**src/minmod_gradient_limiter_core_defines.svh**
```systemverilog
// Assertion helpers for the gradient limiter core.
`ifndef MINMOD_GRADIENT_LIMITER_CORE_DEFINES_SVH
`define MINMOD_GRADIENT_LIMITER_CORE_DEFINES_SVH

// Same-cycle implication.
`define MGL_ASSERT_NOW(lbl, ante, cons) \
  lbl: assert property (@(posedge clk) disable iff (rst) (ante) |-> (cons)) \
    else $error("same-cycle check failed");

// Next-cycle implication.
`define MGL_ASSERT_NEXT(lbl, ante, cons) \
  lbl: assert property (@(posedge clk) disable iff (rst) (ante) |=> (cons)) \
    else $error("next-cycle check failed");

`endif

```
**src/mgl_pkg.sv**
```systemverilog
package mgl_pkg;

  localparam int MAX_NEIGHBORS_DEF   = 6;
  localparam int COMPONENT_COUNT_DEF = 8;
  localparam int NBR_FIELDS          = 6;

  localparam int SLOPE_W = 32;
  localparam int SIZE_W  = 31;
  localparam int THR_W   = 31;
  localparam int SCALE_W = 18;
  localparam int MEAN_W  = 31;
  localparam int SUM_W   = 40;
  localparam int DIFF_W  = 33;
  localparam int FRAC_W  = 16;

  localparam int PADDR_W     = 3;
  localparam int PDATA_W     = 32;
  localparam int REG_IDX_LSB = 2;

  localparam logic REG_LIMIT_THRESHOLD = 1'b0;
  localparam logic REG_NEIGHBOR_SCALE  = 1'b1;

  localparam logic [THR_W-1:0]   THRESHOLD_RESET = '0;
  localparam logic [SCALE_W-1:0] SCALE_RESET     = 18'h10000;

  localparam int QUEUE_DEPTH = 4;
  localparam int QCNT_W      = $clog2(QUEUE_DEPTH + 1);

  typedef struct packed {
    logic signed [SLOPE_W-1:0] own_slope;
    logic signed [SLOPE_W-1:0] nbr_slope_0;
    logic signed [SLOPE_W-1:0] nbr_slope_1;
    logic signed [SLOPE_W-1:0] nbr_slope_2;
    logic signed [SLOPE_W-1:0] nbr_slope_3;
    logic signed [SLOPE_W-1:0] nbr_slope_4;
    logic signed [SLOPE_W-1:0] nbr_slope_5;
    logic [NBR_FIELDS-1:0]     nbr_present;
    logic [SIZE_W-1:0]         cell_size;
    logic                      cell_end;
  } item_t;

  typedef struct packed {
    logic signed [SLOPE_W-1:0] limited_slope;
    logic                      cell_done;
    logic [MEAN_W-1:0]         mean_change;
  } result_t;

  typedef struct packed {
    logic signed [SLOPE_W-1:0] lim;
    logic [DIFF_W-1:0]         diff;
    logic                      cell_end;
  } q_entry_t;

  typedef struct packed {
    logic              full;
    logic              empty;
    logic [QCNT_W-1:0] count;
  } q_stat_t;

  typedef struct packed {
    logic signed [SLOPE_W-1:0] lim;
    logic                      cell_end;
  } div_tag_t;

  function automatic logic [SLOPE_W-1:0] mag32(input logic signed [SLOPE_W-1:0] v);
    mag32 = v[SLOPE_W-1] ? SLOPE_W'(-v) : SLOPE_W'(v);
  endfunction

endpackage

```
**src/mgl_div.sv**
```systemverilog
module mgl_div import mgl_pkg::*; #(
  parameter int COMPONENT_COUNT = COMPONENT_COUNT_DEF
) (
  input  logic             clk,
  input  logic             rst,
  input  logic             en,
  input  logic             in_valid,
  input  logic [SUM_W-1:0] dividend,
  input  div_tag_t         in_tag,
  output logic             out_valid,
  output logic [SUM_W-1:0] quotient,
  output div_tag_t         out_tag
);

  // quotients past the mean range saturate, so only dividends below
  // COMPONENT_COUNT * 2^31 need the exact reciprocal product
  localparam int NUM_W  = MEAN_W + 4;
  localparam int SHIFT  = NUM_W + 4;
  localparam int RCP_W  = SHIFT + 1;
  localparam int NLO_W  = NUM_W / 2;
  localparam int RLO_W  = RCP_W / 2;
  localparam int PP_W   = (NUM_W - NLO_W) + (RCP_W - RLO_W);
  localparam int PROD_W = NUM_W + RCP_W;

  localparam logic [RCP_W-1:0] RECIP =
    RCP_W'(((64'd1 << SHIFT) + 64'(COMPONENT_COUNT) - 64'd1) / 64'(COMPONENT_COUNT));
  localparam logic [SUM_W-1:0]       SAT_LIMIT = SUM_W'(64'(COMPONENT_COUNT) << MEAN_W);
  localparam logic [RCP_W-RLO_W-1:0] RCP_HI    = RECIP[RCP_W-1:RLO_W];
  localparam logic [RLO_W-1:0]       RCP_LO    = RECIP[RLO_W-1:0];

  logic [NUM_W-1:0]  num;
  logic              a_valid, a_sat;
  logic [PP_W-1:0]   pp_hh, pp_hl, pp_lh, pp_ll;
  div_tag_t          a_tag;
  logic [PROD_W-1:0] prod;
  logic              b_valid;
  logic [SUM_W-1:0]  b_quot;
  div_tag_t          b_tag;

  assign num = dividend[NUM_W-1:0];

  always_ff @(posedge clk) begin
    if (rst) begin
      a_valid <= 1'b0;
      b_valid <= 1'b0;
    end else if (en) begin
      a_valid <= in_valid;
      b_valid <= a_valid;
    end
  end

  // stage 1: range check, partial products against the reciprocal
  always_ff @(posedge clk) begin
    if (en) begin
      a_sat <= dividend >= SAT_LIMIT;
      a_tag <= in_tag;
      pp_hh <= PP_W'(num[NUM_W-1:NLO_W]) * PP_W'(RCP_HI);
      pp_hl <= PP_W'(num[NUM_W-1:NLO_W]) * PP_W'(RCP_LO);
      pp_lh <= PP_W'(num[NLO_W-1:0]) * PP_W'(RCP_HI);
      pp_ll <= PP_W'(num[NLO_W-1:0]) * PP_W'(RCP_LO);
    end
  end

  assign prod = (PROD_W'(pp_hh) << (NLO_W + RLO_W)) + (PROD_W'(pp_hl) << NLO_W)
              + (PROD_W'(pp_lh) << RLO_W) + PROD_W'(pp_ll);

  // stage 2: sum and drop the reciprocal scale; saturated dividends give all ones
  always_ff @(posedge clk) begin
    if (en) begin
      b_tag  <= a_tag;
      b_quot <= a_sat ? '1 : SUM_W'(prod[PROD_W-1:SHIFT]);
    end
  end

  assign out_valid = b_valid;
  assign quotient  = b_quot;
  assign out_tag   = b_tag;

endmodule

```
**src/mgl_back.sv**
```systemverilog
module mgl_back import mgl_pkg::*; #(
  parameter int COMPONENT_COUNT = COMPONENT_COUNT_DEF
) (
  input  logic     clk,
  input  logic     rst,
  input  q_entry_t entry,
  input  q_stat_t  q_stat,
  output logic     pop,
  output logic     result_valid,
  input  logic     result_ready,
  output result_t  result
);

  logic             b_en;
  logic [SUM_W-1:0] change_sum;
  logic [SUM_W:0]   tot;
  logic [SUM_W-1:0] sat;

  logic             b1_valid;
  logic [SUM_W-1:0] b1_sum;
  div_tag_t         b1_tag;

  logic             d_valid;
  logic [SUM_W-1:0] quot;
  div_tag_t         d_tag;

  assign b_en = !result_valid || result_ready;
  assign pop  = b_en && !q_stat.empty;

  assign tot = {1'b0, change_sum} + (SUM_W + 1)'(entry.diff);
  assign sat = tot[SUM_W] ? '1 : tot[SUM_W-1:0];

  always_ff @(posedge clk) begin
    if (rst) begin
      change_sum <= '0;
      b1_valid   <= 1'b0;
    end else if (b_en) begin
      b1_valid <= !q_stat.empty;
      if (pop) change_sum <= entry.cell_end ? '0 : sat;
    end
  end

  always_ff @(posedge clk) begin
    if (pop) begin
      b1_sum          <= sat;
      b1_tag.lim      <= entry.lim;
      b1_tag.cell_end <= entry.cell_end;
    end
  end

  mgl_div #(
    .COMPONENT_COUNT(COMPONENT_COUNT)
  ) u_div (
    .clk      (clk),
    .rst      (rst),
    .en       (b_en),
    .in_valid (b1_valid),
    .dividend (b1_sum),
    .in_tag   (b1_tag),
    .out_valid(d_valid),
    .quotient (quot),
    .out_tag  (d_tag)
  );

  always_ff @(posedge clk) begin
    if (rst) begin
      result_valid <= 1'b0;
    end else if (b_en) begin
      result_valid <= d_valid;
    end
  end

  always_ff @(posedge clk) begin
    if (b_en) begin
      result.limited_slope <= d_tag.lim;
      result.cell_done     <= d_tag.cell_end;
      if (!d_tag.cell_end) begin
        result.mean_change <= '0;
      end else if (quot[SUM_W-1:MEAN_W] != '0) begin
        result.mean_change <= '1;
      end else begin
        result.mean_change <= quot[MEAN_W-1:0];
      end
    end
  end

endmodule

```
**config.mk**
```make
export PLATFORM = sky130hd
export DESIGN_NAME = mgl_back
export DESIGN_NICKNAME = d
export VERILOG_FILES = /design/src/minmod_gradient_limiter_core_defines.svh /design/src/mgl_pkg.sv /design/src/mgl_div.sv /design/src/mgl_back.sv
export SDC_FILE = /design/constraint.sdc
export NUM_CORES = 1
export LEC_CHECK = 0
export BUFFER_PORTS_ARGS = -buffer_cell sky130_fd_sc_hd__buf_4
export CORE_MARGIN = 2
export CORE_UTILIZATION = 50
export CTS_BUF_LIST = sky130_fd_sc_hd__clkbuf_4
export DETAILED_ROUTE_END_ITERATION = 8
export HOLD_SLACK_MARGIN = 0.1
export PLACE_DENSITY_LB_ADDON = 0.25
export REMOVE_ABC_BUFFERS = 1
export SYNTH_ARGS = -nofsm -noshare
export SYNTH_HDL_FRONTEND = slang
export SYNTH_SLANG_ARGS = --single-unit
```
**constraint.sdc**
```tcl
create_clock -name clk -period 5.7 [get_ports clk]
set_input_delay 1.425 -clock clk [delete_from_list [all_inputs] [get_ports clk]]
set_output_delay 1.425 -clock clk [all_outputs]
set_load 0.01 [all_outputs]
```
== After elaboration in Yosys (flattened, before gate mapping) ==
Index checks and enable logic that the tools add are counted.

* Reduce and logical (&&, ||, !) cells: 6
* $add $sub $neg: 2
* Order comparisons: 1
* Multiplexer cells: 4

{| class="wikitable"
|+ Operator list
! operator !! count
|-
| $mux W40 || 3
|-
| $add A71 B53 Y72 || 1
|-
| $add A40 B33 Y41 || 1
|-
| $ge A40 B35 Y1 const B || 1
|-
| $mux W31 || 1
|-
| $reduce_bool A9 Y1 || 1
|-
| $logic_not A1 Y1 || 2
|-
| $reduce_and A2 Y1 || 1
|-
| $logic_and A1 B1 Y1 || 1
|-
| $logic_or A1 B1 Y1 || 1
|}

* Flip-flop bits (word level): 323
* Word-level logic and storage cells: 33
* Output and inout port bits: 66
* Bits of input ports: 74

== Depth between registers and ports, before layout ==
* Depth after elaboration: 4
* Mapped depth: 11
* Mapped depth without buffers: 10

== Hierarchy ==
A second synthesis with hierarchy kept.

* Cell total of the unflattened synthesis: 858
* Area total of the unflattened synthesis: 12605.8 um2

{| class="wikitable"
|+ By module, submodules not included
! module !! cells each !! area each (um2) !! sequential area each (um2) !! times used
|-
| mgl_back || 675 || 8251.7 || 4954.8 || 1
|-
| mgl_div || 183 || 4354.2 || 4033.9 || 1
|}

== Worst setup path after synthesis ==
Ideal clock, no wire load.

* Path type: input-to-reg
* Start: input port result_ready
* End: register result[0] (netlist name), enable pin
* Required time: 5152 ps
* Stages: 3
* Arrival: 5423 ps
* Path slack: -271 ps
* Path buffers: 1
* Setup time: 548 ps
* Cells stage by stage: nor2b_1 -> buf_1 -> inv_1

* Longest elaborated chain between the ends: 1

{| class="wikitable"
|+ RTL lines
! what !! RTL line !! text
|-
| from (decl) || mgl_back.sv:10 || <nowiki>input logic result_ready,</nowiki>
|-
| $logic_or A1 B1 Y1 || mgl_back.sv:27 || <nowiki>assign b_en = !result_valid || result_ready;</nowiki>
|-
| to (decl) || mgl_back.sv:11 || <nowiki>output result_t result</nowiki>
|}

No other way between the ends.
A chain may end at the register's enable or synchronous reset.

== Final worst setup path ==
* Start: input port result_ready
* End: output port pop

* Longest elaborated chain between the ends: 2

{| class="wikitable"
|+ RTL lines
! what !! RTL line !! text
|-
| $logic_or A1 B1 Y1 || mgl_back.sv:27 ||
|-
| $logic_and A1 B1 Y1 || mgl_back.sv:28 || <nowiki>assign pop = b_en && !q_stat.empty;</nowiki>
|-
| to (decl) || mgl_back.sv:8 || <nowiki>output logic pop,</nowiki>
|}

No other way between the ends.

==> results.toml <==
[yosys]
synth_common_cells = "edfxtp_1, nand2_1, dfxtp_1"
synth-compound-area-share_pct = 11.9
async_flop_share_pct = 0
yosys.area.top_type_share_pct = 65.3
syn-cell-area_um2 = 12300
synth_simple_gate_area_share_pct = 8.12
synth_top_family_by_area = "compound AO/OA/AOI/OAI gates"
synth_edf_count = 267
synth_seq_cells = 311
syn_inst = 821
ys_types = 69
ys_warn_count = 0
synth_area_leaders = "edfxtp_1, dfxtp_1, ha_1, a22o_1, o21a_1"
synth_ff_type = "edfxtp_1"
synth_most_common_cell = "edfxtp_1"
synth_mux_area_share_pct = 0.428
synthAdderAreaFrac_pct = 3.53
synth_top_area_cell = "edfxtp_1"
ys_seq_area_share_pct = 72.5
syn_area_per_cell_um2 = 15.0
synth_xor_area_share_pct = 1.93

[cells_and_area]
fin_util_pct = 60.3
syn_to_final_growth_pct = 19.1
fin_area_um2 = 14600
stdcell_count = 1391
final_nets = 1118
drive_gt1_share_pct = 29.4

[setup_path]
r2r_cells = 9
cp-start-kind = "input port"
path_max_fanout = 6
crit_path_end_kind = "output pin"
criticalPathCategory = "input port to output pin"
cp_data_required_time_ns = 4.28
r2r-start = "change_sum[11]"
arrival_ns = 2.58
r2r_slack_ns = 2.47
r2r_end = "b1_sum[35]"

[sta]
finalHoldViolCount = 0
holdWs_ns = 0.377
clock.fmax_mhz = 249
slew_headroom_pct = 32.4
tns_ns = 0
tightest_slew_ns = 1.01
finalWorstSetupSlack_ns = 1.69
fin_crit_sh_pct = 70.3
rsz0062_at_grt = "no"
slew_viol_final = 0
setup_viol = 0
period_minus_slack_ns = 4.01
fin_worst_skew_ns = 0.0546

[pwr]
ir_worst_vdd_mv = 0.195
p_total_mw = 4.95
power.density_nw_per_um2 = 338
p_leak_nw = 5.57

[drt]
postRouteWirelength_um = 20500
first_pass_iters = 4
avgViaCountPerCell = 5.11
drtIter0Drc = 389
vias = 7109
wl_per_cell_um = 14.8
antenna_left = 0
drc = 0

[clocking]
cts_made_buffers = 79
cts_resized = 0
hold_buffers = 0
clock_latency_ns = 0.66
path_clk_slew_ns = 0.07
ctsHtreeMaxLevel = 3
cts-root-buf = "clkbuf_4"
post_cts.repair.setup_buffers = 0
cts.sinks = 311
cts_tree = "done"
cts_buffer_depth = 3

[status]
status = "completed"

[global_route]
grt_max_degree = 148
grt_pass1_vias = 6752
grt_use_total_pct = 16.1
antenna_found_initial = 1
grt_pass1_wl_um = 33000
overflow = 0

[placement]
placedInstanceArea_um2 = 13600
port_buffers = 135
place_ws_ns = 1.25
dp_cells = 1253
gp_congestion = 0.911
hpwl_um = 13400

[floorplan]
start_util_pct = 50.6
ios = 140
core.rowCount = 57
die_x_um = 161
die_y_um = 161
die_area_um2 = 25800
core_um2 = 24200

[min_path]
hold_path_end = "u_div.pp_hh[25]"
hp-start = "b1_sum[26]"
hold_path.class = "flip-flop to flip-flop"
holdPathStages = 0

[job]
maxCapViolations = 0
[worst max-delay path by stage]
stage | start | to | slack [ns] | depth (start not counted)
floorplan | result_ready | result[0] | -0.18 | 2
global placement | entry[1] | b1_sum[35] | 1.25 | 11
detailed placement | entry[1] | b1_sum[37] | 1.25 | 11
CTS | result_ready | pop | 1.69 | 5
global route | result_ready | pop | 1.59 | 5
finish | result_ready | pop | 1.69 | 5
[registers in the layout, indices dropped and copies added, names as in the netlist]
name / count
result: 64
change_sum: 40
b1_sum: 37
u_div.quotient: 34
b1_tag: 33
u_div.a_tag: 33
u_div.out_tag: 33
u_div.pp_hh: 18
u_div.pp_lh: 14
b1_valid: 1
result_valid: 1
u_div.a_sat: 1
u_div.a_valid: 1
u_div.out_valid: 1
[critical path, stage by stage]
cell and delay [ns]:
buf_4 0.11, nor2b_1 0.56, or2_2 0.30, inv_2 0.05, buf_4 0.14
[final cells by class]
cell class | count | area [um2]
fill | 1950 | 9620
sequential | 311 | 8900
multi-input combinational | 464 | 3180
timing repair buffer | 141 | 1060
clock buffer | 113 | 848
tap | 324 | 405
clock inverter | 24 | 171
inverter | 13 | 56.3
antenna | 1 | 2.50
[logic make-up (layout without fill, tap and decap cells)]
logic type	count (synthesis)	after routing
AOI/OAI and AO/OA	201	201
xor gates and xnor gates	27	27
adders and majority gates	34	34
buffers and inverters	46	291
DFF	311	311
muxes	5	5
other	0	1
and+or+nand+nor	197	197
[power breakdown]
group          internal [mW]  leakage [nW]  switching [mW]
logic                  0.182          1.94           0.225
clock network           1.01         0.592           0.841
registers               2.64          3.04          0.0453
total                   3.83          5.57            1.11
[routing by layer]
| metal | global-route usage (%) | share of wire [%] |
|---|---|---|
| met1 | 21.8 | 45 |
| met2 | 24.7 | 47 |
| met3 | 3.90 | 5.9 |
| met4 | 7.67 | 1.9 |
| met5 | 0 | 0 |
[cell usage in the layout, fill, tap and decap left out, drive strengths merged, types with 15 or more instances in the layout]
cell and count:
a22o 31, ha 33, inv 15, clkbuf 113, nor2 37, buf 141, or2 35, nand2 61
dfxtp 44, clkinv 17, a21oi 43, o21a 33, o21ai 29, edfxtp 267
Note: power is estimated with default switching activity, not from simulation.
