<file path="config.mk">
export PLATFORM = sky130hd
export DESIGN_NAME = mgl_queue
export DESIGN_NICKNAME = d
export VERILOG_FILES = /design/src/minmod_gradient_limiter_core_defines.svh /design/src/mgl_pkg.sv /design/src/mgl_queue.sv
export SDC_FILE = /design/constraint.sdc
export NUM_CORES = 1
export LEC_CHECK = 0
export BUFFER_PORTS_ARGS = -buffer_cell sky130_fd_sc_hd__buf_4
export CAP_MARGIN = 5
export CELL_PAD_IN_SITES_DETAIL_PLACEMENT = 0
export CELL_PAD_IN_SITES_GLOBAL_PLACEMENT = 1
export CORE_ASPECT_RATIO = 0.5
export CORE_MARGIN = 10
export CORE_UTILIZATION = 50
export DETAILED_ROUTE_END_ITERATION = 10
export PLACE_DENSITY_LB_ADDON = 0.1
export SYNTH_ARGS = -nofsm -noshare
export SYNTH_HDL_FRONTEND = slang
export SYNTH_SLANG_ARGS = --single-unit
</file>
<file path="constraint.sdc">
create_clock -name clk -period 3.51 [get_ports clk]
set_input_delay 0.351 -clock clk [delete_from_list [all_inputs] [get_ports clk]]
set_output_delay 0.351 -clock clk [all_outputs]
set_load 0.05 [all_outputs]
</file>
<file path="src/minmod_gradient_limiter_core_defines.svh">
// Assertion helpers for the gradient limiter core.
`ifndef MINMOD_GRADIENT_LIMITER_CORE_DEFINES_SVH
`define MINMOD_GRADIENT_LIMITER_CORE_DEFINES_SVH

// Same-cycle implication.
`define MGL_ASSERT_NOW(lbl, ante, cons) \
  lbl: assert property (@(posedge clk) disable iff (rst) (ante) |-> (cons)) \
    else $error("same-cycle check failed");

// Next-cycle implication.
`define MGL_ASSERT_NEXT(lbl, ante, cons) \
  lbl: assert property (@(posedge clk) disable iff (rst) (ante) |=> (cons)) \
    else $error("next-cycle check failed");

`endif

</file>
<file path="src/mgl_pkg.sv">
package mgl_pkg;

  localparam int MAX_NEIGHBORS_DEF   = 6;
  localparam int COMPONENT_COUNT_DEF = 8;
  localparam int NBR_FIELDS          = 6;

  localparam int SLOPE_W = 32;
  localparam int SIZE_W  = 31;
  localparam int THR_W   = 31;
  localparam int SCALE_W = 18;
  localparam int MEAN_W  = 31;
  localparam int SUM_W   = 40;
  localparam int DIFF_W  = 33;
  localparam int FRAC_W  = 16;

  localparam int PADDR_W     = 3;
  localparam int PDATA_W     = 32;
  localparam int REG_IDX_LSB = 2;

  localparam logic REG_LIMIT_THRESHOLD = 1'b0;
  localparam logic REG_NEIGHBOR_SCALE  = 1'b1;

  localparam logic [THR_W-1:0]   THRESHOLD_RESET = '0;
  localparam logic [SCALE_W-1:0] SCALE_RESET     = 18'h10000;

  localparam int QUEUE_DEPTH = 4;
  localparam int QCNT_W      = $clog2(QUEUE_DEPTH + 1);

  typedef struct packed {
    logic signed [SLOPE_W-1:0] own_slope;
    logic signed [SLOPE_W-1:0] nbr_slope_0;
    logic signed [SLOPE_W-1:0] nbr_slope_1;
    logic signed [SLOPE_W-1:0] nbr_slope_2;
    logic signed [SLOPE_W-1:0] nbr_slope_3;
    logic signed [SLOPE_W-1:0] nbr_slope_4;
    logic signed [SLOPE_W-1:0] nbr_slope_5;
    logic [NBR_FIELDS-1:0]     nbr_present;
    logic [SIZE_W-1:0]         cell_size;
    logic                      cell_end;
  } item_t;

  typedef struct packed {
    logic signed [SLOPE_W-1:0] limited_slope;
    logic                      cell_done;
    logic [MEAN_W-1:0]         mean_change;
  } result_t;

  typedef struct packed {
    logic signed [SLOPE_W-1:0] lim;
    logic [DIFF_W-1:0]         diff;
    logic                      cell_end;
  } q_entry_t;

  typedef struct packed {
    logic              full;
    logic              empty;
    logic [QCNT_W-1:0] count;
  } q_stat_t;

  typedef struct packed {
    logic signed [SLOPE_W-1:0] lim;
    logic                      cell_end;
  } div_tag_t;

  function automatic logic [SLOPE_W-1:0] mag32(input logic signed [SLOPE_W-1:0] v);
    mag32 = v[SLOPE_W-1] ? SLOPE_W'(-v) : SLOPE_W'(v);
  endfunction

endpackage

</file>
<file path="src/mgl_queue.sv">
module mgl_queue import mgl_pkg::*; (
  input  logic     clk,
  input  logic     rst,
  input  logic     push,
  input  q_entry_t wdata,
  input  logic     pop,
  output q_entry_t rdata,
  output q_stat_t  stat
);

  localparam int PTR_W = $clog2(QUEUE_DEPTH);

  q_entry_t          mem [QUEUE_DEPTH];
  logic [PTR_W-1:0]  wp, rp;
  logic [QCNT_W-1:0] count;

  function automatic logic [PTR_W-1:0] bump(input logic [PTR_W-1:0] p);
    bump = (p == PTR_W'(QUEUE_DEPTH - 1)) ? '0 : p + 1'b1;
  endfunction

  always_ff @(posedge clk) begin
    if (rst) begin
      wp    <= '0;
      rp    <= '0;
      count <= '0;
    end else begin
      if (push) wp <= bump(wp);
      if (pop)  rp <= bump(rp);
      if (push && !pop) begin
        count <= count + 1'b1;
      end else if (pop && !push) begin
        count <= count - 1'b1;
      end
    end
  end

  always_ff @(posedge clk) begin
    if (push) mem[wp] <= wdata;
  end

  assign rdata      = mem[rp];
  assign stat.count = count;
  assign stat.full  = (count == QCNT_W'(QUEUE_DEPTH));
  assign stat.empty = (count == '0);

endmodule

</file>
== Word-level counts from Yosys, hierarchy flattened ==
Memory sizes are Yosys's and may differ from the RTL's. A register that Yosys moved wholly into a read port is not among the register bits.
Index checks and enable logic that the tools add are counted.

* RAM bits: 264
* Register bits after elaboration: 7
* Output and inout port bits: 71
* Memories kept: 1
* Word-level logic and storage cells: 25
* Input bits: 70

{| class="wikitable"
|+ Memories
! name !! words !! bits a word !! read ports !! clocked after memory_dff !! write ports !! line !! source
|-
| mem || 4 || 66 || 1 || 1 || 1 || mgl_queue.sv:13 || <nowiki>q_entry_t mem [QUEUE_DEPTH];</nowiki>
|}

* Reductions and logical operators: 6
* Equal/unequal tests: 3
* $add $sub $neg: 4
* Muxes and demuxes: 8

{| class="wikitable"
|+ Operator list
! operator !! number
|-
| $mux W2 || 4
|-
| $mux W3 || 2
|-
| $add A2 B1 Y2 const B || 2
|-
| $eq A2 B2 Y1 const B || 2
|-
| $add A3 B1 Y3 const B || 1
|-
| $eq A3 B3 Y1 const B || 1
|-
| $logic_not A3 Y1 || 1
|-
| $sub A3 B1 Y3 const B || 1
|-
| $logic_and A1 B1 Y1 || 2
|-
| $logic_not A1 Y1 || 2
|-
| $mux W1 || 2
|-
| $reduce_bool A2 Y1 || 1
|}

== Longest topological paths before layout ==
Gate-level depths: netlist (run 1).

* Depth after elaboration: 4
* Depth in mapped cells: 7
* Depth with buffers taken out: 7

== Least setup slack after synthesis (run 1) ==
Ideal clock, no wire load.

* Path kind: reg-to-reg
* Start: register wp[0]
* End: memory mem[3][0] (netlist bit), enable pin
* Arrival: 2.099 ns
* Setup slack: 0.981 ns
* Period minus slack after synthesis: 2.529 ns
* Required time: 3.079 ns
* Buffers on the path: 0
* Setup time: 0.431 ns
* Cell stages (with the launch flop): 3
* Path through: dfxtp_1 ha_1 and2_1

{| class="wikitable"
|+ RTL lines
! element !! line !! source
|-
| start: declaration || mgl_queue.sv:14 || <nowiki>logic [PTR_W-1:0] wp, rp;</nowiki>
|-
| start signal: assignment || mgl_queue.sv:27 || <nowiki>if (push) wp <= bump(wp);</nowiki>
|-
| end: declaration || mgl_queue.sv:13 ||
|}

Straight into the memory's write port.

==> results of run 1 <==
[cell type report]
class | count | area (um^2) | area share, %
Sequential cell | 273 | 8120 | 67.4
Multi-Input combinational cell | 97 | 1740 | 14.5
Timing Repair Buffer | 151 | 1160 | 9.62
Clock buffer | 31 | 648 | 5.38
Tap cell | 266 | 333 | 2.76
Clock inverter | 6 | 26.3 | 0.218
Inverter | 4 | 15.0 | 0.125
[cells in the final DEF (no fill, tap or decap)]
cell type                     n
sky130_fd_sc_hd__and2_4       4
sky130_fd_sc_hd__edfxtp_1   264
sky130_fd_sc_hd__nor2_1       7
sky130_fd_sc_hd__or3_1        1
sky130_fd_sc_hd__clkinv_1     3
sky130_fd_sc_hd__clkinv_2     3
sky130_fd_sc_hd__xor2_1       2
sky130_fd_sc_hd__mux2i_1      4
sky130_fd_sc_hd__o21ai_0      1
sky130_fd_sc_hd__ha_1         6
sky130_fd_sc_hd__nor3_1       1
sky130_fd_sc_hd__fa_1         1
sky130_fd_sc_hd__nor3b_1      2
sky130_fd_sc_hd__buf_4      149
sky130_fd_sc_hd__buf_12       2
sky130_fd_sc_hd__clkbuf_1     6
sky130_fd_sc_hd__a21oi_1      2
sky130_fd_sc_hd__dfxtp_1      7
sky130_fd_sc_hd__clkbuf_16   25
sky130_fd_sc_hd__mux4_2      66
sky130_fd_sc_hd__inv_1        4
sky130_fd_sc_hd__dfxtp_4      2
[path summary, 6_finish.rpt]
kind,endpoint,from,slack [ns],cells past startpoint
worst max-delay path,rdata[61],register,0.73,3
worst min register to register,register,rp[1]$_SDFFE_PP0P_,0.53,2
worst min-delay path,mem[3][61]$_DFFE_PP_,wdata[61],0.04,1
worst max register to register,mem[3][27]$_DFFE_PP_,wp[0]$_SDFFE_PP0P_,1.64,3
[flip-flops by register name, summed over array words and instances, names as in the netlist, named ones only]
name / count
count: 3
mem: 264
rp: 2
wp: 2
[layer usage]
| metal | up-vias | wire length, um | global-route usage (%) |
|---|---|---|---|
| met4 | 0 | 355 | 3.28 |
| met5 | - | 0 | 0 |
| met1 | 2296 | 7800 | 18.5 |
| met2 | 107 | 9590 | 24.1 |
| met3 | 29 | 1030 | 3.39 |
| li1 | 1973 | - | - |
[power breakdown]
group	total (W)	switching, W	leakage (nW)	internal, W
logic	0.00104	0.000669	1.24	0.000368
clock network	0.00234	0.00106	0.332	0.00129
registers	0.00379	0.0000639	2.50	0.00373
[cell families (layout without fill, tap and decap cells)]
group	after synthesis	in the layout	synth area share, %
xor+xnor	2	2	0.176
mux	70	70	15.3
buf+inv	18	192	1.19
flops	273	273	81.4
fa+ha+maj	7	7	0.955
simple gates	15	15	0.779
compound gates	3	3	0.151
[worst register-to-register path, cell delays in order, from the launching register on]
cell and delay (ns):
sky130_fd_sc_hd__dfxtp_1 0.41, sky130_fd_sc_hd__ha_1 0.19, sky130_fd_sc_hd__and2_4 0.56, sky130_fd_sc_hd__buf_4 0.39
[per-stage QoR]
stage | hold WS (ns) | utilization (%)
5_1_grt | 0.0220 | 61.7
4_1_cts | 0.0187 | 61.7
3_3_place_gp | 0.506 | 58.3
2_1_floorplan | 0.420 | -
6_report | 0.0416 | 61.7
3_5_place_dp | 0.517 | 58.3
==> impl_metrics.xml, run 1 <==
<?xml version="1.0" encoding="UTF-8"?>
<metrics>
  <group name="placement">
    <metric name="place_congestion" unit="">0.688</metric>
    <metric name="placedCellCount" unit="">791</metric>
    <metric name="placed_area" unit="um^2">11400</metric>
    <metric name="dp_hpwl" unit="mm">11.8</metric>
    <metric name="place_worst_setup_slack" unit="ns">1.19</metric>
    <metric name="buffer_ports.inserted" unit="">140</metric>
  </group>
  <group name="logic_synthesis">
    <metric name="synth.yosys.warnings" unit="">0</metric>
    <metric name="synth.cell_area" unit="um^2">9960</metric>
    <metric name="syn_area_per_cell" unit="um^2">25.7</metric>
    <metric name="synth_enable_flop_cells" unit="">264</metric>
    <metric name="yosys.area.top_type" unit="">sky130_fd_sc_hd__edfxtp_1</metric>
    <metric name="syn_nets" unit="">465</metric>
    <metric name="netlist.area_leader.share" unit="%">79.6</metric>
    <metric name="synth_cells" unit="">388</metric>
    <metric name="post_synth_most_frequent_cells" unit="">sky130_fd_sc_hd__edfxtp_1 (264), sky130_fd_sc_hd__mux4_2 (66), sky130_fd_sc_hd__dfxtp_1 (9)</metric>
    <metric name="ys_seq_area_share" unit="%">81.4</metric>
    <metric name="yosys-top-cells-area" unit="">sky130_fd_sc_hd__edfxtp_1 (80%), sky130_fd_sc_hd__mux4_2 (15%), sky130_fd_sc_hd__dfxtp_1 (1.8%)</metric>
    <metric name="synth_flop_cell" unit="">sky130_fd_sc_hd__edfxtp_1</metric>
    <metric name="synthMostInstantiatedCell" unit="">sky130_fd_sc_hd__edfxtp_1</metric>
    <metric name="count_of_state_elements_after_synthesis" unit="">273</metric>
    <metric name="asyncSetResetFlopFracSynth" unit="%">0</metric>
    <metric name="ys_types" unit="">19</metric>
  </group>
  <group name="timing">
    <metric name="finalClockSkew" unit="ns">0.0150</metric>
    <metric name="finalWorstPathRequiredPeriod" unit="ns">2.78</metric>
    <metric name="post-route-worst-setup-slack" unit="ns">0.733</metric>
    <metric name="setup_violation_total_in_the_final_timing_report" unit="">0</metric>
    <metric name="period_share" unit="%">79.1</metric>
    <metric name="timing.setup.tns" unit="ns">0</metric>
    <metric name="timing.fmax" unit="MHz">360</metric>
    <metric name="max-slew-margin-rel" unit="%">56.4</metric>
    <metric name="timing_worst_slew_pin_value" unit="ns">0.655</metric>
    <metric name="final-max-slew-violation-count" unit="">0</metric>
    <metric name="rsz0062_at_grt" unit="">false</metric>
    <metric name="timing_hold_violations_final" unit="">0</metric>
  </group>
  <group name="floorplanning">
    <metric name="standard_cell_core_area" unit="um^2">19500</metric>
    <metric name="pin_count" unit="">141</metric>
    <metric name="die_height" unit="um">120</metric>
    <metric name="start_util" unit="%">51.1</metric>
    <metric name="core.rowCount" unit="">36</metric>
    <metric name="die_area" unit="um^2">26300</metric>
    <metric name="die_w" unit="um">220</metric>
  </group>
  <group name="cts">
    <metric name="cts_root_buffer" unit="">sky130_fd_sc_hd__clkbuf_16</metric>
    <metric name="cts-htree-levels" unit="">1</metric>
    <metric name="cts_sinks" unit="">273</metric>
    <metric name="cts_buf_count" unit="">24</metric>
    <metric name="ctsResizeCount" unit="">0</metric>
    <metric name="cts-hold-fix-buffers" unit="">0</metric>
    <metric name="maximum_root_to_sink_buffer_count" unit="">3</metric>
    <metric name="clock_insertion_delay_worst_skew" unit="ns">0.51</metric>
    <metric name="tritoncts" unit="">yes</metric>
    <metric name="cts_setup_buffers" unit="">0</metric>
    <metric name="clk_pin_slew_worst_paths" unit="ns">0.06</metric>
  </group>
  <group name="grt">
    <metric name="grt_start_max_net_pins" unit="">46</metric>
    <metric name="grt.overflow.total" unit="">0</metric>
    <metric name="grt_pass1_vias" unit="">4822</metric>
    <metric name="overall_fraction_of_global_route_tracks_in_use" unit="%">14.3</metric>
    <metric name="antenna_violations_before_repair" unit="">0</metric>
    <metric name="grt_first_pass_wirelength" unit="mm">28.9</metric>
  </group>
  <group name="pwr">
    <metric name="leakagePower" unit="nW">4.07</metric>
    <metric name="totalPowerFinal" unit="W">0.00717</metric>
    <metric name="power_per_cell_area" unit="nW/um^2">596</metric>
    <metric name="vdd_drop_max" unit="V">0.000363</metric>
  </group>
  <group name="setup_path">
    <metric name="worst-path-max-fanout" unit="">27</metric>
    <metric name="worst-endpoint-required" unit="ns">3.16</metric>
    <metric name="max_stage_delay" unit="ns">0.71</metric>
    <metric name="worst_path_cell_with_the_longest_stage_delay" unit="">sky130_fd_sc_hd__dfxtp_4</metric>
    <metric name="path_common_cell" unit="">sky130_fd_sc_hd__buf_4</metric>
    <metric name="crit_path_end_kind" unit="">output pin</metric>
    <metric name="crit_family" unit="">flip-flops</metric>
    <metric name="start_kind" unit="">register</metric>
    <metric name="path_buf_inv" unit="">2</metric>
    <metric name="crit_path_cell_trace" unit="">buf_4, mux4_2, buf_4</metric>
    <metric name="type_of_the_setup_path_with_the_least_slack" unit="">reg2out</metric>
    <metric name="timing.critical_path.arrival" unit="ns">2.43</metric>
  </group>
  <group name="drt">
    <metric name="drtIter0Drc" unit="">261</metric>
    <metric name="vias" unit="">4405</metric>
    <metric name="route.detailed.wl_per_inst" unit="um">22.7</metric>
    <metric name="ant_nets" unit="">0</metric>
    <metric name="post-route-drc-count" unit="">0</metric>
    <metric name="drt_pass1_iterations" unit="">4</metric>
    <metric name="drt-vias-per-instance" unit="">5.32</metric>
    <metric name="finalWirelength" unit="mm">18.8</metric>
  </group>
  <group name="final_layout">
    <metric name="layout.cell_area.non_filler" unit="um^2">12000</metric>
    <metric name="layout.cells.non_filler" unit="">828</metric>
    <metric name="layout.nets" unit="">628</metric>
    <metric name="antenna_cells" unit="">0</metric>
    <metric name="post_route_cells_drive_above_1_share" unit="%">44.7</metric>
    <metric name="num-fill-cells" unit="">1376</metric>
    <metric name="area_growth" unit="%">20.9</metric>
  </group>
  <group name="job">
    <metric name="maxCapViolations" unit="">0</metric>
  </group>
  <group name="min_path">
    <metric name="hp-class" unit="">in2reg</metric>
  </group>
  <group name="status">
    <metric name="outcome" unit="">finished, final reports clean</metric>
  </group>
</metrics>
No activity file was read; power rests on OpenSTA's default activity.
==> run 2, diff against run 1 <==
Settings changed: ABC_AREA set to 1, CORE_UTILIZATION 50 to 43.
Clock period 3.51 ns to 2.5 ns, I/O delays scaled along.
==> impl_metrics.xml, run 2 <==
<?xml version="1.0" encoding="UTF-8"?>
<metrics>
  <group name="drt">
    <metric name="ant_nets" unit="">0</metric>
    <metric name="drt_pass1_iterations" unit="">5</metric>
    <metric name="vias" unit="">6417</metric>
    <metric name="post-route-drc-count" unit="">0</metric>
    <metric name="drtIter0Drc" unit="">366</metric>
    <metric name="route.detailed.wl_per_inst" unit="um">19.9</metric>
    <metric name="drt-vias-per-instance" unit="">5.08</metric>
    <metric name="finalWirelength" unit="mm">25.1</metric>
  </group>
  <group name="final_layout">
    <metric name="largest-register" unit="">mem</metric>
    <metric name="post_route_cells_drive_above_1_share" unit="%">31.2</metric>
    <metric name="sequential_cell_area" unit="um^2">8110</metric>
    <metric name="layout.cells.most_common" unit="">sky130_fd_sc_hd__edfxtp_1</metric>
    <metric name="area_growth" unit="%">26.7</metric>
    <metric name="largestRegisters" unit="">mem x264, count x3</metric>
    <metric name="antenna_cells" unit="">0</metric>
    <metric name="layout.nets" unit="">985</metric>
    <metric name="num-fill-cells" unit="">1971</metric>
    <metric name="layout.cells.most_common_list" unit="">sky130_fd_sc_hd__edfxtp_1 (264), sky130_fd_sc_hd__buf_4 (145), sky130_fd_sc_hd__o21ai_0 (121)</metric>
    <metric name="multi_input_comb_area" unit="um^2">2370</metric>
    <metric name="largest_register_ff_count" unit="">264</metric>
  </group>
  <group name="grt">
    <metric name="antenna_violations_before_repair" unit="">0</metric>
    <metric name="global_route.usage.met3" unit="%">3.14</metric>
    <metric name="grt.overflow.total" unit="">0</metric>
    <metric name="grtUsageMet1" unit="%">19.4</metric>
    <metric name="groute.layer.met2.usage" unit="%">24.6</metric>
    <metric name="most_congested_layer_reported_by_global_routing" unit="">met2</metric>
    <metric name="overall_fraction_of_global_route_tracks_in_use" unit="%">14.7</metric>
    <metric name="grt_first_pass_wirelength" unit="mm">37.8</metric>
    <metric name="grt_start_max_net_pins" unit="">117</metric>
    <metric name="grt_pass1_vias" unit="">6553</metric>
  </group>
  <group name="timing">
    <metric name="timing_hold_violations_final" unit="">0</metric>
    <metric name="timing.fmax" unit="MHz">422</metric>
    <metric name="finalWorstPathRequiredPeriod" unit="ns">2.37</metric>
    <metric name="final-max-slew-violation-count" unit="">0</metric>
    <metric name="rsz0062_at_grt" unit="">false</metric>
    <metric name="timing_worst_slew_pin_value" unit="ns">0.521</metric>
    <metric name="timing.setup.tns" unit="ns">0</metric>
    <metric name="setup_violation_total_in_the_final_timing_report" unit="">0</metric>
    <metric name="max-slew-margin-rel" unit="%">65.2</metric>
    <metric name="fin_hold_ws" unit="ns">0.0442</metric>
    <metric name="finalClockSkew" unit="ns">0.00981</metric>
    <metric name="period_share" unit="%">94.7</metric>
  </group>
  <group name="cts">
    <metric name="cts_buf_count" unit="">25</metric>
    <metric name="cts_setup_buffers" unit="">0</metric>
    <metric name="tritoncts" unit="">yes</metric>
    <metric name="clk_pin_slew_worst_paths" unit="ns">0.06</metric>
    <metric name="cts_root_buffer" unit="">sky130_fd_sc_hd__clkbuf_16</metric>
    <metric name="clock_insertion_delay_worst_skew" unit="ns">0.52</metric>
    <metric name="maximum_root_to_sink_buffer_count" unit="">3</metric>
    <metric name="cts_sinks" unit="">273</metric>
    <metric name="cts-htree-levels" unit="">1</metric>
  </group>
  <group name="placement">
    <metric name="place_congestion" unit="">0.686</metric>
    <metric name="buffer_ports.inserted" unit="">140</metric>
    <metric name="dp_hpwl" unit="mm">14.1</metric>
  </group>
  <group name="logic_synthesis">
    <metric name="syn_nets" unit="">774</metric>
    <metric name="count_of_state_elements_after_synthesis" unit="">273</metric>
    <metric name="synthMostInstantiatedCell" unit="">sky130_fd_sc_hd__edfxtp_1</metric>
    <metric name="ys_seq_area_share" unit="%">74.8</metric>
    <metric name="netlist.area_leader.share" unit="%">73.1</metric>
    <metric name="synth.cell_area" unit="um^2">10800</metric>
    <metric name="synth_cells" unit="">697</metric>
    <metric name="post_synth_most_frequent_cells" unit="">sky130_fd_sc_hd__edfxtp_1 (264), sky130_fd_sc_hd__o21ai_0 (121), sky130_fd_sc_hd__nor2_1 (94)</metric>
    <metric name="ys_types" unit="">26</metric>
    <metric name="synth.yosys.warnings" unit="">0</metric>
    <metric name="synth_flop_cell" unit="">sky130_fd_sc_hd__edfxtp_1</metric>
    <metric name="asyncSetResetFlopFracSynth" unit="%">0</metric>
    <metric name="yosys.area.top_type" unit="">sky130_fd_sc_hd__edfxtp_1</metric>
    <metric name="syn_area_per_cell" unit="um^2">15.6</metric>
    <metric name="synth_enable_flop_cells" unit="">264</metric>
    <metric name="yosys-top-cells-area" unit="">sky130_fd_sc_hd__edfxtp_1 (73%), sky130_fd_sc_hd__o21ai_0 (5.6%), sky130_fd_sc_hd__o22ai_2 (4.6%)</metric>
  </group>
  <group name="setup_path">
    <metric name="crit_family" unit="">buffers and inverters</metric>
    <metric name="type_of_the_setup_path_with_the_least_slack" unit="">reg2out</metric>
    <metric name="start_kind" unit="">register</metric>
    <metric name="path_buf_inv" unit="">3</metric>
    <metric name="worst-endpoint-required" unit="ns">2.25</metric>
    <metric name="r2r_start" unit="">wp[0]$_SDFFE_PP0P_</metric>
    <metric name="worst-path-max-fanout" unit="">24</metric>
    <metric name="timing.critical_path.arrival" unit="ns">2.12</metric>
    <metric name="path_common_cell" unit="">sky130_fd_sc_hd__buf_4</metric>
    <metric name="worst_path_cell_with_the_longest_stage_delay" unit="">sky130_fd_sc_hd__dfxtp_4</metric>
    <metric name="crit_path_end_kind" unit="">output pin</metric>
    <metric name="max_stage_delay" unit="ns">0.43</metric>
    <metric name="crit_path_cell_trace" unit="">inv_6, buf_4, o21ai_0, o22ai_2, buf_4</metric>
  </group>
  <group name="floorplanning">
    <metric name="pin_count" unit="">141</metric>
    <metric name="core.rowCount" unit="">40</metric>
    <metric name="die_area" unit="um^2">32300</metric>
    <metric name="die_w" unit="um">245</metric>
    <metric name="standard_cell_core_area" unit="um^2">24400</metric>
    <metric name="die_height" unit="um">132</metric>
    <metric name="start_util" unit="%">44.5</metric>
  </group>
  <group name="pwr">
    <metric name="leakagePower" unit="nW">4.79</metric>
    <metric name="vdd_drop_max" unit="V">0.000366</metric>
    <metric name="power_per_cell_area" unit="nW/um^2">774</metric>
  </group>
  <group name="status">
    <metric name="outcome" unit="">finished, final reports clean</metric>
  </group>
  <group name="job">
    <metric name="maxCapViolations" unit="">0</metric>
  </group>
  <group name="min_path">
    <metric name="hp-class" unit="">in2reg</metric>
    <metric name="hold_path_startpoint" unit="">pop</metric>
  </group>
</metrics>
[run 2: what timing repair did]
| item | CTS | global route |
|---|---|---|
| endpoints found under the hold margin | 268 | 0 |
| endpoints found under the setup margin | 0 | 30 |
| hold buffers | 67 | 0 |
| gates resized for setup | 0 | 3 |
[run 2: cell families after synthesis]
kind of cell | share of synthesized area (%)
xor gates and xnor gates | 0.0808
adders and majority gates | 0.877
AOI/OAI and AO/OA | 12.6
and+or+nand+nor | 8.32
DFF | 74.8
buffers and inverters | 3.29
[run 2: path summary, 6_finish.rpt]
path,end,slack (ns),depth (start not counted)
hold / removal,register,0.04,3
setup reg to reg,mem[3][54]$_DFFE_PP_,0.81,4
hold reg to reg,wp[1]$_SDFFE_PP0P_,0.53,2
setup / recovery,rdata[10],0.13,5
[run 2: worst register-to-register path: stages (launching register included)]
cell and delay [ns]:
sky130_fd_sc_hd__dfxtp_1 0.35, sky130_fd_sc_hd__ha_1 0.23, sky130_fd_sc_hd__nand2_1 0.09, sky130_fd_sc_hd__clkinv_2 0.41, sky130_fd_sc_hd__buf_4 0.38
[run 2: cell type report]
class	instances	share of cell area (%)
Multi-Input combinational cell	366	17.3
Inverter	16	0.510
Clock buffer	30	4.69
Timing Repair Buffer	226	14.8
Tap cell	336	3.06
Clock inverter	15	0.520
Sequential cell	273	59.1
[run 2: per-layer routing]
layer  wire length (um)  vias to the layer above
li1                   -                     3045
met1              11300                     3208
met2              12400                      138
met3               1060                       26
met4                395                        0
met5                  0                        -
[run 2: through the flow]
| step | cells | instance area [um^2] | power (W) | worst slack (ns) | util, % |
|---|---|---|---|---|---|
| after floorplan | 697 | 10800 | 0.00660 | 0.207 | - |
| after global placement | 1149 | 12300 | 0.00721 | 0.621 | 50.5 |
| after detailed placement | 1149 | 12300 | 0.00723 | 0.613 | 50.5 |
| after CTS | 1261 | 13700 | 0.0107 | 0.0515 | 56.2 |
| after global routing | 1262 | 13700 | 0.0111 | 0.00962 | 56.3 |
| final | 1262 | 13700 | 0.0106 | 0.133 | 56.3 |
[run 2: where the power goes]
part | internal (W) | switching (W)
clock network | 0.00183 | 0.00158
logic | 0.000615 | 0.00130
registers | 0.00523 | 0.0000675
==> run 3, diff against run 2 <==
Settings changed: ABC_AREA 1 to unset, CORE_UTILIZATION 43 to 54, GPL_TIMING_DRIVEN set to 0.
Clock period 2.5 ns to 2.89 ns, I/O delays scaled along.
==> impl_metrics.xml, run 3 (same netlist as run 1, synthesis figures left out) <==
<?xml version="1.0" encoding="UTF-8"?>
<metrics>
  <group name="status">
    <metric name="outcome" unit="">finished, final reports clean</metric>
  </group>
  <group name="cts">
    <metric name="cts_sinks" unit="">273</metric>
    <metric name="clock_insertion_delay_worst_skew" unit="ns">0.50</metric>
    <metric name="cts_setup_buffers" unit="">0</metric>
    <metric name="ctsResizeCount" unit="">0</metric>
    <metric name="cts_buf_count" unit="">23</metric>
    <metric name="cts_root_buffer" unit="">sky130_fd_sc_hd__clkbuf_16</metric>
    <metric name="maximum_root_to_sink_buffer_count" unit="">3</metric>
    <metric name="tritoncts" unit="">yes</metric>
    <metric name="clk_pin_slew_worst_paths" unit="ns">0.06</metric>
    <metric name="cts-htree-levels" unit="">1</metric>
  </group>
  <group name="drt">
    <metric name="ant_nets" unit="">0</metric>
    <metric name="vias" unit="">4719</metric>
    <metric name="route.detailed.wl_per_inst" unit="um">21.8</metric>
    <metric name="finalWirelength" unit="mm">19.0</metric>
    <metric name="drtIter0Drc" unit="">290</metric>
    <metric name="post-route-drc-count" unit="">0</metric>
    <metric name="drt_pass1_iterations" unit="">4</metric>
    <metric name="drt-vias-per-instance" unit="">5.41</metric>
  </group>
  <group name="final_layout">
    <metric name="layout.cells.most_common_list" unit="">sky130_fd_sc_hd__edfxtp_1 (264), sky130_fd_sc_hd__buf_4 (142), sky130_fd_sc_hd__mux4_2 (66), sky130_fd_sc_hd__dlygate4sd3_1 (66), sky130_fd_sc_hd__clkbuf_16 (23)</metric>
    <metric name="area_growth" unit="%">28.7</metric>
    <metric name="multi_input_comb_area" unit="um^2">1740</metric>
    <metric name="largest_register_ff_count" unit="">264</metric>
    <metric name="num-fill-cells" unit="">1090</metric>
    <metric name="post_route_cells_drive_above_1_share" unit="%">40.4</metric>
    <metric name="sequential_cell_area" unit="um^2">8110</metric>
    <metric name="largestRegisters" unit="">mem x264, count x3</metric>
    <metric name="antenna_cells" unit="">0</metric>
    <metric name="layout.cells.most_common" unit="">sky130_fd_sc_hd__edfxtp_1</metric>
    <metric name="layout.nets" unit="">700</metric>
    <metric name="largest-register" unit="">mem</metric>
  </group>
  <group name="grt">
    <metric name="grt_start_max_net_pins" unit="">57</metric>
    <metric name="antenna_violations_before_repair" unit="">0</metric>
    <metric name="grt_first_pass_wirelength" unit="mm">30.0</metric>
    <metric name="grt.overflow.total" unit="">0</metric>
    <metric name="grt_pass1_vias" unit="">5268</metric>
    <metric name="overall_fraction_of_global_route_tracks_in_use" unit="%">15.8</metric>
  </group>
  <group name="min_path">
    <metric name="hold_path_startpoint" unit="">rst</metric>
    <metric name="hp-class" unit="">in2reg</metric>
  </group>
  <group name="setup_path">
    <metric name="type_of_the_setup_path_with_the_least_slack" unit="">reg2out</metric>
    <metric name="worst-endpoint-required" unit="ns">2.60</metric>
    <metric name="crit_path_end_kind" unit="">output pin</metric>
    <metric name="worst-path-max-fanout" unit="">10</metric>
    <metric name="timing.critical_path.arrival" unit="ns">2.09</metric>
    <metric name="r2r_start" unit="">wp[0]$_SDFFE_PP0P_</metric>
    <metric name="start_kind" unit="">register</metric>
  </group>
  <group name="timing">
    <metric name="final-max-slew-violation-count" unit="">0</metric>
    <metric name="timing.setup.tns" unit="ns">0</metric>
    <metric name="post-route-worst-setup-slack" unit="ns">0.514</metric>
    <metric name="timing_worst_slew_pin_value" unit="ns">0.636</metric>
    <metric name="setup_violation_total_in_the_final_timing_report" unit="">0</metric>
    <metric name="max-slew-margin-rel" unit="%">57.6</metric>
    <metric name="period_share" unit="%">82.2</metric>
    <metric name="finalWorstPathRequiredPeriod" unit="ns">2.38</metric>
    <metric name="finalClockSkew" unit="ns">0.00861</metric>
    <metric name="rsz0062_at_grt" unit="">false</metric>
    <metric name="timing_hold_violations_final" unit="">0</metric>
    <metric name="timing.fmax" unit="MHz">421</metric>
  </group>
  <group name="pwr">
    <metric name="totalPowerFinal" unit="W">0.00898</metric>
    <metric name="power_per_cell_area" unit="nW/um^2">701</metric>
    <metric name="leakagePower" unit="nW">4.42</metric>
    <metric name="vdd_drop_max" unit="V">0.000489</metric>
  </group>
  <group name="placement">
    <metric name="buffer_ports.inserted" unit="">140</metric>
    <metric name="dp_hpwl" unit="mm">11.6</metric>
    <metric name="place_worst_setup_slack" unit="ns">0.999</metric>
    <metric name="place_congestion" unit="">0.683</metric>
  </group>
  <group name="floorplanning">
    <metric name="standard_cell_core_area" unit="um^2">17700</metric>
    <metric name="die_area" unit="um^2">24600</metric>
    <metric name="die_w" unit="um">212</metric>
    <metric name="die_height" unit="um">116</metric>
    <metric name="start_util" unit="%">56.1</metric>
    <metric name="pin_count" unit="">141</metric>
    <metric name="core.rowCount" unit="">34</metric>
  </group>
  <group name="job">
    <metric name="maxCapViolations" unit="">0</metric>
  </group>
</metrics>
[run 3: final cells by class]
type | instances | area share [%]
Sequential cell | 273 | 63.3
Buffer | 14 | 0.810
Clock inverter | 9 | 0.732
Inverter | 4 | 0.117
Timing Repair Buffer | 210 | 14.2
Tap cell | 234 | 2.28
Multi-Input combinational cell | 97 | 13.6
Clock buffer | 32 | 4.99
[run 3: timing repair]
action	in CTS	in global routing
hold endpoints to repair	264	0
setup endpoints to repair	0	0
hold buffers	66	0
[run 3: layer usage]
metal  wire length, um  up-vias  global-route usage [%]
met3               924       30                    3.96
met5                 0        -                       0
met1              8230     2463                    20.8
met4               280        0                    3.52
met2              9600       99                    26.5
li1                  -     2127                       -
[run 3: worst paths after layout]
kind                           endpoint  slack (ns)  cells after the start
setup / recovery               rdata[6]        0.51                      4
setup reg to reg   mem[3][38]$_DFFE_PP_        1.25                      3
hold / removal    count[2]$_SDFFE_PP0P_        0.02                      2
hold reg to reg   count[2]$_SDFFE_PP0P_        0.53                      2
[run 3: per-stage QoR]
stage	cells	hold WS (ns)	util [%]	instance area (um^2)
3_3_place_gp	762	0.490	63.7	11300
4_1_cts	873	0.00160	72.2	12800
2_1_floorplan	388	0.358	-	9960
3_5_place_dp	766	0.492	64.4	11400
5_1_grt	873	0.00874	72.2	12800
6_report	873	0.0155	72.2	12800
[run 3: report_power, final]
| part | internal, W | leakage, nW | switching (W) |
|---|---|---|---|
| Combinational | 0.000523 | 1.57 | 0.000865 |
| Sequential | 0.00453 | 2.50 | 0.0000496 |
| Clock | 0.00172 | 0.357 | 0.00129 |
| Total | 0.00678 | 4.42 | 0.00220 |
[run 3: worst max-delay path: stages, from the launching register on]
cell and delay [ns]:
sky130_fd_sc_hd__dfxtp_1 0.36, sky130_fd_sc_hd__buf_2 0.32, sky130_fd_sc_hd__buf_2 0.33, sky130_fd_sc_hd__mux4_2 0.37, sky130_fd_sc_hd__buf_4 0.21
